## src/rtl/ast_pkg.sv

```systemverilog
// Shared types and codes for the allocation safety tracker.
package ast_pkg;

  localparam int unsigned ADDR_PORT_W = 64;
  localparam int unsigned SIZE_W      = 64;

  localparam logic [3:0] OP_ALLOC_REQ    = 4'd0;
  localparam logic [3:0] OP_ALLOC_RET    = 4'd1;
  localparam logic [3:0] OP_FREE         = 4'd2;
  localparam logic [3:0] OP_REALLOC_FREE = 4'd3;
  localparam logic [3:0] OP_REALLOC_RET  = 4'd4;
  localparam logic [3:0] OP_ACCESS       = 4'd5;
  localparam logic [3:0] OP_START        = 4'd6;
  localparam logic [3:0] OP_STOP         = 4'd7;
  localparam logic [3:0] OP_LEAK_SCAN    = 4'd8;

  localparam logic [3:0] ST_OK              = 4'd0;
  localparam logic [3:0] ST_DOUBLE_FREE     = 4'd1;
  localparam logic [3:0] ST_INVALID_FREE    = 4'd2;
  localparam logic [3:0] ST_USE_AFTER_FREE  = 4'd3;
  localparam logic [3:0] ST_REALLOC_MISSING = 4'd4;
  localparam logic [3:0] ST_NULL_RETURN     = 4'd5;
  localparam logic [3:0] ST_LIVE_REALLOC    = 4'd6;
  localparam logic [3:0] ST_LEAK            = 4'd7;
  localparam logic [3:0] ST_TABLE_FULL      = 4'd8;
  localparam logic [3:0] ST_IGNORED         = 4'd9;

  // operand count of an access that gets checked
  localparam logic [2:0] OPC_CHECKED = 3'd2;

  typedef struct packed {
    logic [3:0]             operation;
    logic [ADDR_PORT_W-1:0] address;
    logic [SIZE_W-1:0]      size;
    logic [2:0]             operand_count;
    logic                   in_main_image;
  } ast_in_t;

  typedef struct packed {
    logic [3:0]             status;
    logic [ADDR_PORT_W-1:0] report_address;
    logic                   last;
  } ast_out_t;

  typedef struct packed {
    logic set_freed;
    logic clr_freed;
    logic append;
    logic scan_load;
    logic scan_adv;
  } ast_cell_cmd_t;

  typedef struct packed {
    logic valid;
    logic freed;
    logic match;
    logic hit;
    logic tok;
  } ast_cell_stat_t;

endpackage

```

## src/rtl/ast_cell.sv

```systemverilog
// One allocation record of the tracker chain, with its match and range test.
module ast_cell #(
  parameter int unsigned ADDR_WIDTH = 64
) (
  input  logic                       clk,
  input  logic                       rst_n,
  input  ast_pkg::ast_cell_cmd_t     cmd,
  input  logic                       head,
  input  logic                       prev_valid,
  input  logic                       tok_in,
  input  logic [ADDR_WIDTH-1:0]      addr,
  input  logic [ast_pkg::SIZE_W-1:0] size_wr,
  output ast_pkg::ast_cell_stat_t    stat,
  output logic [ADDR_WIDTH-1:0]      base
);
  import ast_pkg::*;

  logic                  valid_r, valid_nxt;
  logic                  freed_r, freed_nxt;
  logic                  tok_r, tok_nxt;
  logic [ADDR_WIDTH-1:0] base_r, base_nxt;
  logic [SIZE_W-1:0]     size_r, size_nxt;
  logic [ADDR_WIDTH-1:0] diff;
  logic                  match;
  logic                  in_range;
  logic                  take;

  assign match    = valid_r && (base_r == addr);
  assign diff     = addr - base_r;
  assign in_range = (addr >= base_r) && (SIZE_W'(diff) < size_r);
  // the first empty cell behind the filled part takes the new record
  assign take     = cmd.append && prev_valid && !valid_r;

  always_comb begin
    valid_nxt = valid_r;
    freed_nxt = freed_r;
    base_nxt  = base_r;
    size_nxt  = size_r;
    tok_nxt   = tok_r;
    if (take) begin
      valid_nxt = 1'b1;
      freed_nxt = 1'b0;
      base_nxt  = addr;
      size_nxt  = size_wr;
    end else if (cmd.set_freed && match) begin
      freed_nxt = 1'b1;
    end else if (cmd.clr_freed && match) begin
      freed_nxt = 1'b0;
    end
    if (cmd.scan_load) begin
      tok_nxt = head;
    end else if (cmd.scan_adv) begin
      tok_nxt = tok_in;
    end
  end

  always_ff @(posedge clk) begin
    if (!rst_n) begin
      valid_r <= 1'b0;
      tok_r   <= 1'b0;
    end else begin
      valid_r <= valid_nxt;
      tok_r   <= tok_nxt;
    end
  end

  always_ff @(posedge clk) begin
    freed_r <= freed_nxt;
    base_r  <= base_nxt;
    size_r  <= size_nxt;
  end

  assign stat.valid = valid_r;
  assign stat.freed = freed_r;
  assign stat.match = match;
  assign stat.hit   = valid_r && freed_r && in_range;
  assign stat.tok   = tok_r;
  assign base       = base_r;

endmodule

```

## config.mk

```make
export PLATFORM = sky130hd
export DESIGN_NAME = ast_cell
export DESIGN_NICKNAME = d
export VERILOG_FILES = /design/src/rtl/ast_pkg.sv /design/src/rtl/ast_cell.sv
export SDC_FILE = /design/constraint.sdc
export NUM_CORES = 1
export LEC_CHECK = 0
export CORE_ASPECT_RATIO = 0.75
export CORE_UTILIZATION = 45
export DETAILED_ROUTE_END_ITERATION = 16
export DONT_BUFFER_PORTS = 1
export GPL_ROUTABILITY_DRIVEN = 0
export SYNTH_ARGS = -nofsm -noshare
export SYNTH_HDL_FRONTEND = slang
export SYNTH_SLANG_ARGS = --single-unit
export TNS_END_PERCENT = 1
```

## constraint.sdc

```tcl
create_clock -name clk -period 11.2 [get_ports clk]
set_input_delay 2.8 -clock clk [delete_from_list [all_inputs] [get_ports clk]]
set_output_delay 2.8 -clock clk [all_outputs]
set_load 0.02 [all_outputs]
```

Word-level counts from Yosys, hierarchy flattened
Cells that the tools add are included.
{"block": "word_totals", "reg_bits": 131, "in_bits": 138, "wordCells": 24, "output_inout_bits": 69}
{"block": "op_classes", "mux": 4, "add_sub_neg": 1, "n_eq_ne": 1, "n_reduce_logical": 11, "order_cmp": 2}
{"cell": "$eq 64x64->1", "count": 1}
{"cell": "$ge 64x64->1", "count": 1}
{"cell": "$lt 64x64->1", "count": 1}
{"cell": "$sub 64x64->64", "count": 1}
{"cell": "$logic_and 1x1->1", "count": 8}
{"cell": "$mux 1", "count": 4}
{"cell": "$reduce_bool 2->1", "count": 2}
{"cell": "$logic_not 1->1", "count": 1}

Longest topological paths before layout
Gate-level depths: netlist (run 1).
{"block": "logic_depth", "word_depth": 5, "ltp_mapped": 23, "mapped_depth_nobuf": 22}

Worst setup path after synthesis (run 1)
Ideal clock, no wire load.
{"block": "synth_path", "path_type": "input port to output port", "start": "input addr[0]", "end": "output stat[1] (netlist name)", "path_slack_ns": 1.573, "arrival_time_ns": 6.827, "required_ns": 8.400, "cell_stages": 21, "n_path_buf": 0, "cell_sequence": "inv_1 -> ha_1 -> inv_1 -> fa_1 -> a21o_1 -> a21oi_2 -> o211ai_2 -> a2111o_1 -> a221o_1 -> a21oi_4 -> o21ai_1 -> xor2_1 -> ha_1 -> nand4_1 -> nor2_1 -> nand2_1 -> or3_1 -> nor4_1 -> a211oi_1 -> o31ai_1 -> a211oi_1"}
{"element": "from (decl)", "line_no": "ast_cell.sv:11", "source": "input logic [ADDR_WIDTH-1:0] addr,"}
{"element": "to (decl)", "line_no": "ast_cell.sv:13", "source": "output ast_pkg::ast_cell_stat_t stat,"}

==> metrics.md, run 1 <==
| Metric | Value |
|---|---|
| Top FF cell, synth | sky130_fd_sc_hd__edfxtp_1 |
| Max-cap check violation count | 0 |
| Count of TritonRoute iterations in the first routing pass | 5 |
| Clock skew | 0.0123 ns |
| Startpoint Class | primary input |
| Boundary pin count | 207 |
| Antenna violations before repair | 3 |
| Slew of the pin with the lowest slew margin | between 1 and 1.5 ns |
| Sum of negative setup slack | 0 ns |
| Clock tree root driver cell | sky130_fd_sc_hd__clkbuf_16 |
| Final cycle utilization of the critical path | 92.8% |
| Min cycle time layout | 10.39 ns |
| Total setup violations reported at the end of the flow | 0 |
| Starting density of the core | 46.7% |
| Overall Global Routing Usage | between 20% and 30% |
| Number of input and output port buffers inserted | 0 |
| Post-DP HPWL | 18.6 mm |
| Maximum achievable frequency | 0.0962 GHz |
| Total Routed Length | 23.3 mm |
| Post-layout nets | roughly 1,200 |
| Vias | a little over 7,000 |
| Worst setup margin | 0.810 ns |
| Number of instances in the synthesized netlist | slightly below 1,000 |
| Fraction of synthesized cell area in xor and xnor cells | 5.64% |
| Final-layout worst hold slack | 0.671 ns |
| TritonCTS clock tree | done |
| Maximum root-to-sink buffer count | 2 |
| Crit path arrival time | 7.59 ns |
| Status | complete, no violations |
| 1st-iter DRT viols | 573 |
| Number of hold buffers added after cts | 0 |
| Fraction of the yosys area taken by sequential cells | 40.6% |
| DP Area | 9880 µm² |
| Cells on Worst Hold Path | 2 |
| Number of cells on the worst reg-to-reg path | 12 |
| Most numerous cell in the Yosys netlist | sky130_fd_sc_hd__inv_1 |
| Sort of element at the end of the critical path | primary output |
| Share of synthesized flip-flops with an asynchronous set or reset | 0% |
| Leftover overflow at the end of global routing | 0 |
| Count of warnings emitted by yosys | 0 |
| Layout cells sized above 1 | 6.19% |
| Fin. max-slew vios | 0 |
| Number of enable flip-flop cells after synthesis | between 100 and 150 |
| Startpoint-to-endpoint class of the critical path | in -> out |
| Syn nets | 1,238 |
| Fraction of synthesized area in multiplexers | 0.104% |
| Layout overhead on the synthesized area | 8.55% |
| Share of the synthesized area in the top cell type | 39.9% |
| Chip width | 171 µm |
| Setup repair after global routing missed its margin | no |
| Fraction of the mapped netlist area in compound gates | 18.9% |
| Class of the most critical hold timing path | reg -> reg |
| Largest net degree at the start of global routing | 83 |
| Total number of clock tree sinks | 131 |
| Leak Pwr | ~0.0046 µW |
| Total power after layout | 1470 µW |
| Clock latency on the worst-skew pair | between 0.4 and 0.5 ns |
| Cts bufs inserted | 17 |
| Synthesized area per cell | between 9 and 10 µm² |
| Total DRC errors in the routed layout | 0 |
| Final non-filler cell area | around 10,000 µm² |
| Largest fanout on the critical path | 4 |
| Simple-gate share of the synthesized area | 11.3% |
| PostCTS Resize Cnt | 0 |
| CTS clk-pin slew, worst paths | 0.05 ns |
| Max-slew headroom | approximately 29% |
| Setup WS pre-CTS | 0.867 ns |
| Routed wirelength normalized by instance count | about 18 µm |
| P per Cell Area | between 100 and 150 nW/µm² |
| Core Region | 20,600 µm² |
| Critical Path RT | 8.40 ns |
| Hold violation total from the final report | 0 |
| Die extent in y | between 100 and 150 µm |
| Wire length of the first global-routing pass | between 30 and 40 mm |
| Number of distinct standard cells referenced by the synthesized netlist | 74 |
| Adder-cell share of the synthesized area | between 10% and 20% |
| Cell type contributing the most total cell area after synthesis | sky130_fd_sc_hd__edfxtp_1 |
| Maximum vdd drop | around 0.098 mV |
| Via count of the first global-routing pass | 6,688 |
| Overall die area | 22,000 µm² |
| Post-CTS setup repair buffer count | 0 |
| Combinational family with the most area after synthesis | compound AO/OA/AOI/OAI gates |
| Mean number of vias per cell | about 5.6 |
| Number of register bits inferred by synthesis | 131 |
| Top cell types by occurrence after synthesis | sky130_fd_sc_hd__inv_1, sky130_fd_sc_hd__edfxtp_1, sky130_fd_sc_hd__ha_1 |
| Antenna Nets Post-Route | 0 |
| Number of placement rows | 45 |
| Level count of the clock H-tree | 4 |
| Largest cells by area after synthesis | sky130_fd_sc_hd__edfxtp_1, sky130_fd_sc_hd__ha_1, sky130_fd_sc_hd__inv_1, sky130_fd_sc_hd__a21oi_1, sky130_fd_sc_hd__a21o_1 |
| Post-synthesis instance area | 9620 µm² |
## stage by stage
step | utilization, % | instances
2_1_floorplan | - | 972
3_3_place_gp | 47.9 | 1235
3_5_place_dp | 47.9 | 1235
4_1_cts | 50.7 | 1267
5_1_grt | 50.7 | 1268
6_report | 50.7 | 1269
## cells by family after synthesis
family	Yosys count
buffers and inverters	160
AO/OA/AOI/OAI	269
adder cells (fa/ha/maj)	128
AND/OR/NAND/NOR	221
flip-flops	131
multiplexers	1
XOR/XNOR	62
## critical path, stage by stage
cell	delay, ns
sky130_fd_sc_hd__inv_1	0.04
sky130_fd_sc_hd__ha_1	0.16
sky130_fd_sc_hd__inv_1	0.06
sky130_fd_sc_hd__fa_1	0.44
sky130_fd_sc_hd__a21o_1	0.20
sky130_fd_sc_hd__a21oi_2	0.19
sky130_fd_sc_hd__o211ai_2	0.21
sky130_fd_sc_hd__a2111o_1	0.48
sky130_fd_sc_hd__a221o_1	0.42
sky130_fd_sc_hd__a21oi_4	0.21
sky130_fd_sc_hd__o21ai_1	0.09
sky130_fd_sc_hd__xor2_1	0.15
sky130_fd_sc_hd__ha_1	0.28
sky130_fd_sc_hd__nand4_1	0.09
sky130_fd_sc_hd__nor2_1	0.15
sky130_fd_sc_hd__nand2_1	0.08
sky130_fd_sc_hd__or3_1	0.41
sky130_fd_sc_hd__nor4_1	0.29
sky130_fd_sc_hd__a211oi_1	0.16
sky130_fd_sc_hd__o31ai_1	0.35
sky130_fd_sc_hd__a211oi_1	0.14
sky130_fd_sc_hd__buf_4	0.19
## layout make-up
cell class | instances | area, µm²
flip-flops and latches | 131 | 3900
multi-input cells | 681 | 5070
clock inverters | 14 | 138
clock buffers | 18 | 429
fillers | 1926 | 10200
inverters | 137 | 514
diodes | 2 | 5.00
repair buffers | 4 | 30.0
well taps | 282 | 353
## path summary, 6_finish.rpt
path	start	end	slack [ns]
setup / recovery	addr[0]	stat[1]	0.81
hold reg to reg	freed_r$_SDFFE_PP0P_	freed_r$_SDFFE_PP0P_	0.67
setup reg to reg	base[55]$_DFFE_PP_	freed_r$_SDFFE_PP0P_	7.88
hold / removal	freed_r$_SDFFE_PP0P_	freed_r$_SDFFE_PP0P_	0.67
## where the power goes
part / internal [µW] / leakage, µW / total, µW / switching, µW
clock: 325 / 0.000273 / 542 / 217
sequential: 565 / 0.00122 / 587 / 22.0
combinational: 142 / 0.00314 / 344 / 201
## state kept, by name, indices dropped and copies added (netlist names)
register / cells
valid_r: 1
base: 64
size_r: 64
freed_r: 1
tok_r: 1
## cells in the final DEF (no fill, tap or decap), drive strengths merged, types with 5 or more instances in the layout
| master | n |
|---|---|
| a211oi | 11 |
| a21o | 53 |
| a21oi | 88 |
| a31oi | 11 |
| and2 | 9 |
| and3 | 10 |
| clkbuf | 18 |
| clkinv | 8 |
| edfxtp | 128 |
| ha | 127 |
| inv | 138 |
| nand2 | 61 |
| nand2b | 6 |
| nand3 | 20 |
| nand4 | 25 |
| nor2 | 53 |
| nor2b | 13 |
| nor3 | 10 |
| o21a | 10 |
| o21ai | 50 |
| o21bai | 6 |
| o31a | 5 |
| xnor2 | 35 |
| xor2 | 27 |
## layer usage
metal / track usage [%] / part of all wire [%] / wire length, µm / up-vias
met5: 0 / 0 / 0 / -
met4: 6.04 / 1.0 / 243 / 0
met3: 7.66 / 9.4 / 2180 / 17
met2: 28.9 / 39 / 9080 / 258
met1: 33.2 / 51 / 11800 / 3288
li1: - / - / - / 3513
Note: power is estimated with default switching activity, not from simulation.
==> inputs of run 2 (changes only) <==
Settings changed: CTS_BUF_LIST set to sky130_fd_sc_hd__clkbuf_16.
==> run 2 against run 1 <==
Against the previous run: core utilization stayed put; critical path depth unchanged; hold slack did not move; fmax unchanged; clock-buffer cell count shrank 1; via count rose by 0.16%; critical path type unchanged; sequential cell count is the same; cell count stayed put; power about the same; sequential power about the same; routed wire length barely moved; largest cell class unchanged; first-iteration DRC count did not move.
==> metrics.md, run 2 (synthesis gave the netlist of run 1 again) <==
| Metric | Value |
|---|---|
| Setup repair after global routing missed its margin | no |
| Met1 track demand over resource in global routing | 33.2% (unchanged) |
| Crit path arrival time | 7.59 ns (about the same) |
| Sort of element at the end of the critical path | primary output |
| Largest net degree at the start of global routing | 83 (unchanged) |
| Setup slack, reg-to-reg | 7.88 ns (about the same) |
| Met2 Resource Use GR | 28.9% (unchanged) |
| Max-cap check violation count | 0 (unchanged) |
| Max-slew headroom | 29.0% (about the same) |
| Number of input and output port buffers inserted | 0 (unchanged) |
| Maximum vdd drop | 0.0979 mV (about the same) |
| Level count of the clock H-tree | 4 (unchanged) |
| Chip width | 171 µm (unchanged) |
| Routed wirelength normalized by instance count | 18.4 µm (about the same) |
| Internal power component | 1030 µW (about the same) |
| Mean number of vias per cell | 5.58 (+0.16%) |
| Leftover overflow at the end of global routing | 0 (unchanged) |
| Wire length of the first global-routing pass | 36.2 mm (unchanged) |
| Boundary pin count | 207 (unchanged) |
| Cts bufs inserted | 17 (unchanged) |
| Fin. max-slew vios | 0 (unchanged) |
| Endpoint of the worst setup timing path | stat[1] |
| Number of placement rows | 45 (unchanged) |
| Slew of the pin with the lowest slew margin | 1.07 ns (-0.00000498 ns) |
| Vias | 7,087 (+0.16%) |
| Clock tree root driver cell | sky130_fd_sc_hd__clkbuf_16 |
| Antenna violations before repair | 3 (unchanged) |
| Hold violation total from the final report | 0 (unchanged) |
| Leak Pwr | 0.00464 µW (about the same) |
| Sum of negative setup slack | 0 ns (unchanged) |
| Final design utilization | 50.7% (unchanged) |
| Overall Global Routing Usage | 21.9% (unchanged) |
| Final cycle utilization of the critical path | 92.8% (unchanged) |
| Die extent in y | 129 µm (unchanged) |
| Startpoint-to-endpoint class of the critical path | in -> out |
| Startpoint Class | primary input |
| Post-CTS setup repair buffer count | 0 (unchanged) |
| Largest fanout on the critical path | 4 (unchanged) |
| Reg-to-reg critical path endpoint | freed_r$_SDFFE_PP0P_ |
| Count of TritonRoute iterations in the first routing pass | 5 (unchanged) |
| Number of hold buffers added after cts | 0 (unchanged) |
| Share of total power in the clock network | 36.8% (about the same) |
| Net switching fraction of the power | 29.9% (about the same) |
| Grt met3 use | 7.66% (unchanged) |
| Status | complete, no violations |
| Maximum achievable frequency | 0.0962 GHz (unchanged) |
| Final non-filler cell area | 10,400 µm² (unchanged) |
| Min cycle time layout | 10.39 ns (unchanged) |
| Total setup violations reported at the end of the flow | 0 (unchanged) |
| Crit. Startpoint | addr[0] |
| Sequential cell fraction of total power | 39.9% (about the same) |
| PostCTS Resize Cnt | 0 (unchanged) |
| Post-layout nets | 1,238 (unchanged) |
| Logic gate share of total power | 23.3% (about the same) |
| Overall die area | 22,000 µm² (unchanged) |
| Via count of the first global-routing pass | 6,688 (unchanged) |
| Total Routed Length | 23.3 mm (about the same) |
| Clock latency on the worst-skew pair | 0.44 ns (about the same) |
| Sw Pwr | 441 µW (about the same) |
| Layout overhead on the synthesized area | 8.55% (unchanged) |
| Startpoint of the most critical register-to-register path | base[55]$_DFFE_PP_ |
| Maximum root-to-sink buffer count | 2 (unchanged) |
| Clock skew | 0.0130 ns (+0.000616 ns) |
| Core Region | 20,600 µm² (unchanged) |
| TritonCTS clock tree | done |
| Number of cells on the worst reg-to-reg path | 12 (unchanged) |
| Count of filler cells inserted in the layout | 1,926 (unchanged) |
| 1st-iter DRT viols | 573 (unchanged) |
| Final-layout worst hold slack | 0.671 ns (unchanged) |
| Total number of clock tree sinks | 131 (unchanged) |
| Layout cells sized above 1 | 6.19% (unchanged) |
| GRT Max-Usage Layer | met1 |
| CTS clk-pin slew, worst paths | 0.05 ns (about the same) |
| Most common library cell in the layout ignoring fill and taps | sky130_fd_sc_hd__inv_1 |
| P per Cell Area | 141 nW/µm² (about the same) |
| Total DRC errors in the routed layout | 0 (unchanged) |
| Critical Path RT | 8.40 ns (about the same) |
| Commonest cells after routing, fill and taps aside | sky130_fd_sc_hd__inv_1, sky130_fd_sc_hd__edfxtp_1, sky130_fd_sc_hd__ha_1 |
| DP Area | 9880 µm² (unchanged) |
| Starting density of the core | 46.7% (unchanged) |
| Antenna Nets Post-Route | 0 (unchanged) |
| Post-DP HPWL | 18.6 mm (unchanged) |
| Class of the most critical hold timing path | reg -> reg |
[run 2: cell count changes in the layout (fill, tap and decap cells not counted), sizes merged]
cell / change
clkbuf: -1
inv: +1
[run 2: stage by stage]
stage / setup slack [ns] / std cells / power (µW)
6_report: 0.810 / 1269 / 1470
5_1_grt: 0.522 / 1268 / 1550
4_1_cts: 0.843 / 1267 / 1480
3_5_place_dp: 0.867 / 1235 / 935
3_3_place_gp: 0.937 / 1235 / 934
2_1_floorplan: 1.57 / 972 / 864
[run 2: area by class of cell]
type / count / area (µm²) / area share [%]
Clock buffer: 17 / 425 / 4.07
Tap cell: 282 / 353 / 3.38
Multi-Input combinational cell: 681 / 5070 / 48.6
Clock inverter: 15 / 141 / 1.35
Inverter: 137 / 514 / 4.92
Timing Repair Buffer: 4 / 30.0 / 0.287
Antenna cell: 2 / 5.00 / 0.0479
Sequential cell: 131 / 3900 / 37.4
[run 2: power groups by stage]
stage          sequential (µW)  clock, µW  combinational [µW]
3_3_place_gp               597          0                 337
3_5_place_dp               598          0                 338
6_report                   587        541                 344
5_1_grt                    589        576                 389
4_1_cts                    587        556                 341
2_1_floorplan              597          0                 267
[run 2: worst min path at each step]
stage,cells after the start,startpoint,slack (ns),end
6_report,2,freed_r$_SDFFE_PP0P_,0.67,freed_r$_SDFFE_PP0P_
5_1_grt,2,valid_r$_SDFFE_PN0P_,0.74,valid_r$_SDFFE_PN0P_
4_1_cts,2,freed_r$_SDFFE_PP0P_,0.68,freed_r$_SDFFE_PP0P_
3_5_place_dp,2,freed_r$_SDFFE_PP0P_,0.67,freed_r$_SDFFE_PP0P_
3_3_place_gp,2,freed_r$_SDFFE_PP0P_,0.67,freed_r$_SDFFE_PP0P_
2_1_floorplan,2,freed_r$_SDFFE_PP0P_,0.49,freed_r$_SDFFE_PP0P_
[run 2: critical path: stages]
cell                       delay (ns)
sky130_fd_sc_hd__inv_1           0.04
sky130_fd_sc_hd__ha_1            0.16
sky130_fd_sc_hd__inv_1           0.06
sky130_fd_sc_hd__fa_1            0.44
sky130_fd_sc_hd__a21o_1          0.20
sky130_fd_sc_hd__a21oi_2         0.19
sky130_fd_sc_hd__o211ai_2        0.21
sky130_fd_sc_hd__a2111o_1        0.48
sky130_fd_sc_hd__a221o_1         0.42
sky130_fd_sc_hd__a21oi_4         0.21
sky130_fd_sc_hd__o21ai_1         0.09
sky130_fd_sc_hd__xor2_1          0.15
sky130_fd_sc_hd__ha_1            0.28
sky130_fd_sc_hd__nand4_1         0.09
sky130_fd_sc_hd__nor2_1          0.15
sky130_fd_sc_hd__nand2_1         0.08
sky130_fd_sc_hd__or3_1           0.41
sky130_fd_sc_hd__nor4_1          0.29
sky130_fd_sc_hd__a211oi_1        0.16
sky130_fd_sc_hd__o31ai_1         0.35
sky130_fd_sc_hd__a211oi_1        0.14
sky130_fd_sc_hd__buf_4           0.19
[run 2: per-layer routing]
layer / routed length, µm / share of wire, % / vias up
met5: 0 / 0 / -
met4: 243 / 1.0 / 0
met3: 2200 / 9.4 / 17
met2: 9080 / 39 / 267
met1: 11800 / 51 / 3289
li1: - / - / 3514
